--- src/center_crop_bilinear_upscale_x2_assert.svh ---
// ----------------------------------------------------------------------------
// Assertion macros for center_crop_bilinear_upscale_x2
// Short forms for same-cycle and next-cycle implications on clk, reset by rst.
// ----------------------------------------------------------------------------
`ifndef CENTER_CROP_BILINEAR_UPSCALE_X2_ASSERT_SVH
`define CENTER_CROP_BILINEAR_UPSCALE_X2_ASSERT_SVH

// Check that cons holds in the same cycle as ante.
`define CCBU_ASSERT_NOW(lbl, ante, cons, msg) \
  lbl: assert property (@(posedge clk) disable iff (rst) (ante) |-> (cons)) \
    else $error(msg);

// Check that cons holds in the cycle after ante.
`define CCBU_ASSERT_NEXT(lbl, ante, cons, msg) \
  lbl: assert property (@(posedge clk) disable iff (rst) (ante) |=> (cons)) \
    else $error(msg);

`endif

--- src/ccbu_pkg.sv ---
`timescale 1ns / 1ps
// ----------------------------------------------------------------------------
// ccbu_pkg
// Types, sizes and register codes shared by the crop and 2x upscale block.
// ----------------------------------------------------------------------------
package ccbu_pkg;

  localparam int MAX_WIDTH   = 2048;
  localparam int MAX_HEIGHT  = 2048;

  localparam int SIZE_W      = 12;                      // config register width
  localparam int PIX_W       = 8;
  localparam int OUT_W       = 11;                      // destination coordinate
  localparam int COL_W       = $clog2(MAX_WIDTH);
  localparam int ROW_W       = $clog2(MAX_HEIGHT);
  localparam int STORE_DEPTH = (MAX_WIDTH >> 1) + 1;
  localparam int ADDR_W      = $clog2(STORE_DEPTH);
  localparam int XH_W        = $clog2(MAX_WIDTH >> 1);  // window column - 1
  localparam int YH_W        = $clog2(MAX_HEIGHT >> 1); // window row - 1
  localparam int IDX_W       = 1;                       // config index width

  localparam logic [SIZE_W-1:0] RESET_WIDTH  = SIZE_W'(1920);
  localparam logic [SIZE_W-1:0] RESET_HEIGHT = SIZE_W'(1080);

  typedef enum logic [IDX_W-1:0] {
    REG_FRAME_WIDTH  = 1'b0,
    REG_FRAME_HEIGHT = 1'b1
  } reg_index_t;

  typedef enum logic [1:0] {
    SUB_TOP_LEFT  = 2'd0,
    SUB_TOP_RIGHT = 2'd1,
    SUB_BOT_LEFT  = 2'd2,
    SUB_BOT_RIGHT = 2'd3
  } sub_pos_t;

  typedef struct packed {
    logic [PIX_W-1:0] pixel;
    logic             frame_start;
  } src_word_t;

  typedef struct packed {
    logic [OUT_W-1:0] out_x;
    logic [OUT_W-1:0] out_y;
    logic [PIX_W-1:0] value;
    logic             last_of_run;
  } dst_word_t;

  // One 2x2 neighborhood handed to the output sequencer.
  typedef struct packed {
    logic [XH_W-1:0]  xh;
    logic [YH_W-1:0]  yh;
    logic [PIX_W-1:0] a;
    logic [PIX_W-1:0] r;
    logic [PIX_W-1:0] b;
    logic [PIX_W-1:0] d;
  } grp_t;

endpackage

--- src/ccbu_emit.sv ---
`timescale 1ns / 1ps
// ----------------------------------------------------------------------------
// ccbu_emit
// Output sequencer: holds one 2x2 neighborhood and sends its four words.
// ----------------------------------------------------------------------------
module ccbu_emit (
  input  logic              clk,
  input  logic              rst,
  input  logic              load,
  input  ccbu_pkg::grp_t    load_grp,
  output logic              free,
  output logic              dst_valid,
  input  logic              dst_stall,
  output ccbu_pkg::dst_word_t dst_word
);
  import ccbu_pkg::*;

  logic     grp_valid;
  sub_pos_t sub;
  sub_pos_t sub_next;
  grp_t     grp;

  logic [PIX_W:0]   sum_ar;
  logic [PIX_W:0]   sum_ab;
  logic [PIX_W+1:0] sum_all;
  logic [PIX_W-1:0] value;
  logic             send;

  assign send = grp_valid && !dst_stall;
  assign free = !grp_valid || (send && sub == SUB_BOT_RIGHT);

  always_comb begin
    case (sub)
      SUB_TOP_LEFT:  sub_next = SUB_TOP_RIGHT;
      SUB_TOP_RIGHT: sub_next = SUB_BOT_LEFT;
      SUB_BOT_LEFT:  sub_next = SUB_BOT_RIGHT;
      default:       sub_next = SUB_TOP_LEFT;
    endcase
  end

  always_ff @(posedge clk) begin
    if (rst) begin
      grp_valid <= 1'b0;
      sub       <= SUB_TOP_LEFT;
    end else if (load) begin
      grp_valid <= 1'b1;
      sub       <= SUB_TOP_LEFT;
    end else if (send) begin
      grp_valid <= (sub != SUB_BOT_RIGHT);
      sub       <= sub_next;
    end
  end

  always_ff @(posedge clk) begin
    if (load) begin
      grp <= load_grp;
    end
  end

  assign sum_ar  = {1'b0, grp.a} + {1'b0, grp.r};
  assign sum_ab  = {1'b0, grp.a} + {1'b0, grp.b};
  assign sum_all = {1'b0, sum_ar} + {2'b00, grp.b} + {2'b00, grp.d};

  always_comb begin
    case (sub)
      SUB_TOP_LEFT:  value = grp.a;
      SUB_TOP_RIGHT: value = sum_ar[PIX_W:1];
      SUB_BOT_LEFT:  value = sum_ab[PIX_W:1];
      default:       value = sum_all[PIX_W+1:2];
    endcase
  end

  // Destination is (2y + row bit, 2x + column bit) of the source pixel.
  assign dst_valid            = grp_valid;
  assign dst_word.out_x       = OUT_W'({grp.xh, sub[0]});
  assign dst_word.out_y       = OUT_W'({grp.yh, sub[1]});
  assign dst_word.value       = value;
  assign dst_word.last_of_run = (sub == SUB_BOT_RIGHT);

endmodule

--- config.mk ---
export PLATFORM = sky130hd
export DESIGN_NAME = ccbu_emit
export DESIGN_NICKNAME = d
export VERILOG_FILES = /design/src/center_crop_bilinear_upscale_x2_assert.svh /design/src/ccbu_pkg.sv /design/src/ccbu_emit.sv
export SDC_FILE = /design/constraint.sdc
export NUM_CORES = 1
export LEC_CHECK = 0
export ABC_AREA = 1
export BUFFER_PORTS_ARGS = -buffer_cell sky130_fd_sc_hd__buf_4
export CAP_MARGIN = 30
export CORE_AREA = 2 2 68 103
export DETAILED_ROUTE_END_ITERATION = 10
export DIE_AREA = 0 0 70 105
export PLACE_DENSITY_LB_ADDON = 0.1
export SLEW_MARGIN = 15
export SYNTH_ARGS = -nofsm -noshare
export SYNTH_HDL_FRONTEND = slang
export SYNTH_SLANG_ARGS = --single-unit
--- constraint.sdc ---
create_clock -name clk -period 4.11 [get_ports clk]
set_input_delay 0.2055 -clock clk [delete_from_list [all_inputs] [get_ports clk]]
set_output_delay 0.2055 -clock clk [all_outputs]
set_load 0.005 [all_outputs]
* After elaboration in Yosys (flattened, before gate mapping)
Index checks and enable logic that the tools add are counted.
** Operators by class
- Add/subtract/negate cells :: 4
- Equality and inequality tests :: 4
- Mux-type cells :: 4
- Reduce and logical (&&, ||, !) cells :: 8
** Operators with widths (number)
- $pmux 8 s3 :: 1
- $add 8x8->9 :: 2
- $add 10x8->10 :: 1
- $add 9x8->10 :: 1
- $pmux 2 s3 :: 1
- $eq 2x2->1 const B :: 2
- $eq 2x1->1 const B :: 1
- $logic_and 1x1->1 :: 2
- $logic_not 1->1 :: 2
- $logic_not 2->1 :: 1
- $mux 1 :: 2
- $ne 2x2->1 const B :: 1
- $reduce_bool 2->1 :: 1
- $reduce_or 2->1 :: 1
- $logic_or 1x1->1 :: 1
** Word-level totals
- Flip-flop bits (word level) :: 55
- Bits of input ports :: 56
- Output and inout port bits :: 33
- Word-level logic and storage cells :: 28

* Depth between registers and ports, before layout
- Depth after elaboration :: 4
- Mapped depth :: 20
- Mapped depth without buffers :: 20

* Least setup slack after synthesis
No wires, ideal clock.
- Path kind :: reg2out
- From :: reg grp[24] (netlist name)
- To :: out dst_word[8] (netlist name)
- Data arrival time :: 2.844 ns
- Required time :: 3.905 ns
- Slack :: 1.060 ns
- Stages on the path, launching flop included :: 20
- Buffers on the path :: 0
- Cell sequence :: edfxtp_1 > ha_1 > inv_1 > fa_1 > inv_1 > nand3_1 > nand2_2 > nand2_2 > nand2_1 > nand2_1 > and2_1 > fa_1 > ha_1 > nand2_1 > or2_1 > nand3_2 > nand3_1 > nand3_1 > nand2_1 > inv_1
** RTL lines
- from (decl) :: line ccbu_emit.sv:21 : grp_t grp;
- from (signal assigned) :: line ccbu_emit.sv:56 : grp <= load_grp;
- to (decl) :: line ccbu_emit.sv:14 : output ccbu_pkg::dst_word_t dst_word

==> impl_metrics.csv <==
group,metric,value,unit
synth,synthCells,336,
cells_and_area,layout_common_cells,"88 x buf_4, 68 x nand2_1, 52 x edfxtp_1",
grt,grt_pass1_wl,11.0,mm
cells_and_area,multi_input_area,0.00137,mm²
floorplan,fp-row-count,36,
synth,synthTopCellsByArea,"edfxtp_1 47%, ha_1 10%, nand2_1 7.6%",
timing,grt_setup_unrepaired,"false",
routing,wl_per_cell,13.5,µm
cells_and_area,layout.nets,500,
synth,synth.ff_latch_count,55,
setup_path,crit_family,"adder cells",
synth,synthFlopType,"edfxtp_1",
setup_path,r2r-start,"sub[0]$_SDFFE_PP0P_",
hold_path,min-delay-start,"rst",
hold_path,hold_class,"input port to register",
setup_path,cp_max_fo,5,
cells_and_area,regArea,0.00162,mm²
setup_path,cp.arrival,3.49,ns
timing,slew_viol_final,0,
synth,synth_cell_types,32,
routing,drtPass1Iterations,4,
flow_run,max_cap_viol_count,0,
routing,totalWireLength,6.51,mm
cells_and_area,final_util,0.629,
placed_design,gp_congestion,0.898,
synth,synth_seq_area_share,0.483,
synth,synthArstFlopShare,0,
routing,vias,2473,
routing,drc_errors,0,
cts,cts_htree_levels,2,
setup_path,critical_path.startpoint,"grp[24]$_DFFE_PP_",
status,status,"finished, final reports clean",
routing,ant_nets,0,
grt,grt_use_total,0.191,
timing,hold_viol,0,
power_and_ir_drop,power_density,385,mW/mm²
floorplan,initial_core_util,0.525,
grt,grt_max_degree,55,
cts,clk_latency,0.31,ns
placed_design,numPortBuffers,88,
setup_path,critPathBufInv,4,
placed_design,place_hpwl,5.30,mm
timing,finalCritPeriodShare,0.898,
synth,syn_nets,429,
synth,synth_xor_xnor_area_share,0.0179,
floorplan,die_h,105,µm
cts,cts_setup_buffers,0,
grt,grt_overflow,0,
cts,cts_root_buffer,"clkbuf_8",
cts,holdBufCountCts,0,
timing,fmax,0.271,GHz
setup_path,setup.worst_path.class,"register to output pin",
synth,yosysTopAreaCellShare,0.465,
routing,drt_iter0_drc,110,
setup_path,crit_chain,"ha_1 -> inv_1 -> fa_1 -> inv_1 -> nand3_1 -> nand2_2 -> nand2_2 -> nand2_1 -> nand2_1 -> and2_1 -> fa_1 -> ha_1 -> nand2_1 -> or2_1 -> nand3_2 -> nand3_1 -> nand3_1 -> nand2_1 -> inv_1 -> buf_4",
floorplan,die_area,0.00735,mm²
cts,path_clk_slew,0.09,ns
power_and_ir_drop,p_total,1.55,mW
floorplan,die_w,70,µm
cts,cts_buffers,5,
timing,tightestPinTransition,0.659,ns
cells_and_area,fin_area,0.00402,mm²
timing,maxSlewHeadroom,0.560,
setup_path,critPathCaptureType,"output pin",
power_and_ir_drop,leakage,1.90,nW
timing,setup_violations,0,
synth,synth_compound_area_frac,0.0649,
synth,synthMuxAreaShare,0,
cells_and_area,layout_commonest_cell,"buf_4",
synth,synth-adder-area-share,0.160,
placed_design,place_area,0.00394,mm²
setup_path,slowest_delay,0.44,ns
power_and_ir_drop,vdd_ir_drop_max,0.000298,V
synth,synth_edf_count,52,
routing,viasPerCell,5.11,
floorplan,core-area,0.00640,mm²
cts,cts_resized,0,
grt,antenna_found_initial,0,
setup_path,crit_slowest_cell,"fa_1",
timing,setup_tns,0,ns
cells_and_area,area_delta_synth_final,19.8,%
setup_path,critPathRequiredTime,3.90,ns
timing,finClkSkew,0.00711,ns
synth,yosys_warnings,0,
floorplan,pin_count,89,
synth,synthesis.area,0.00336,mm²
setup_path,critPathLaunchType,"register",
cells_and_area,layout-drive-gt1-share,0.255,
cts,tritoncts,"built",
cts,clock_sinks,55,
cells_and_area,diodes,0,
cells_and_area,num-fill-cells,530,
synth,synth.avg_cell_area,9.99,µm²
synth,synthSimpleGateAreaFrac,0.165,
synth,yosys.area.top_type,"edfxtp_1",
timing,worst_hold_slack,0.0535,ns
setup_path,cpMostUsedCell,"nand2_1",
synth,synth_top_family_by_area,"simple AND/OR/NAND/NOR gates",
cts,clockBufferDepth,2,
timing,min_period,3.69,ns
grt,grt_pass1_vias,2587,
## worst paths after layout
check / to / slack [ns] / depth (start not counted)
worst max-delay path: dst_word[8] / 0.42 / 20
worst min register to register: dst_valid$_SDFFE_PP0P_ / 0.53 / 2
worst max register to register: dst_valid$_SDFFE_PP0P_ / 2.39 / 4
worst min-delay path: dst_valid$_SDFFE_PP0P_ / 0.05 / 2
## worst register-to-register path, cell delays in order (launching register included)
cell     delay (ns)
dfxtp_1        0.40
ha_1           0.61
inv_1          0.24
o21ai_0        0.27
a21oi_1        0.09
## sequential cells by signal, summed over array words and instances (netlist names)
name       cells
sub            2
dst_word      20
grp           32
dst_valid      1
## final cells by class
class                   instances  area share
inverters                      52      0.0485
flip-flops and latches         55       0.403
repair buffers                 88       0.164
clock buffers                   6      0.0180
multi-input cells             205       0.341
clock inverters                 2     0.00187
well taps                      76      0.0236
## where the power goes
group | switching [mW] | total, mW | internal (mW) | leakage, nW
clock network | 0.160 | 0.276 | 0.117 | 0.0403
registers | 0.0245 | 0.686 | 0.661 | 0.534
logic | 0.324 | 0.589 | 0.264 | 1.33
total | 0.508 | 1.55 | 1.04 | 1.90
## cells in the mapped netlist, drive strengths merged (2+ instances only)
| master | n |
|---|---|
| nand2 | 72 |
| xor2 | 4 |
| xnor2 | 2 |
| a21oi | 23 |
| or2 | 3 |
| a22oi | 2 |
| fa | 10 |
| o21a | 2 |
| inv | 51 |
| clkbuf | 2 |
| edfxtp | 52 |
| and2 | 3 |
| o21ai | 7 |
| dfxtp | 3 |
| nand4 | 6 |
| buf | 22 |
| nand3 | 34 |
| ha | 27 |
| nor2 | 5 |
| a211oi | 2 |
## routing by layer
| metal | GRT usage | part of all wire |
|---|---|---|
| met5 | 0 | 0 |
| met3 | 0.0550 | 0.063 |
| met2 | 0.355 | 0.54 |
| met1 | 0.198 | 0.38 |
| met4 | 0.0714 | 0.022 |
## kinds of logic after synthesis
kind of cell	count (synthesis)
buf+inv	76
flops	55
simple gates	124
xor+xnor	6
fa+ha+maj	37
compound gates	38
## stage by stage
| stage | worst slack [ns] | cells |
|---|---|---|
| global placement | 0.793 | 476 |
| CTS | 0.374 | 484 |
| global route | 0.0377 | 484 |
| finish | 0.419 | 484 |
| floorplan | 1.06 | 336 |
| detailed placement | 0.729 | 476 |
Power figures use the tool's default switching activity.
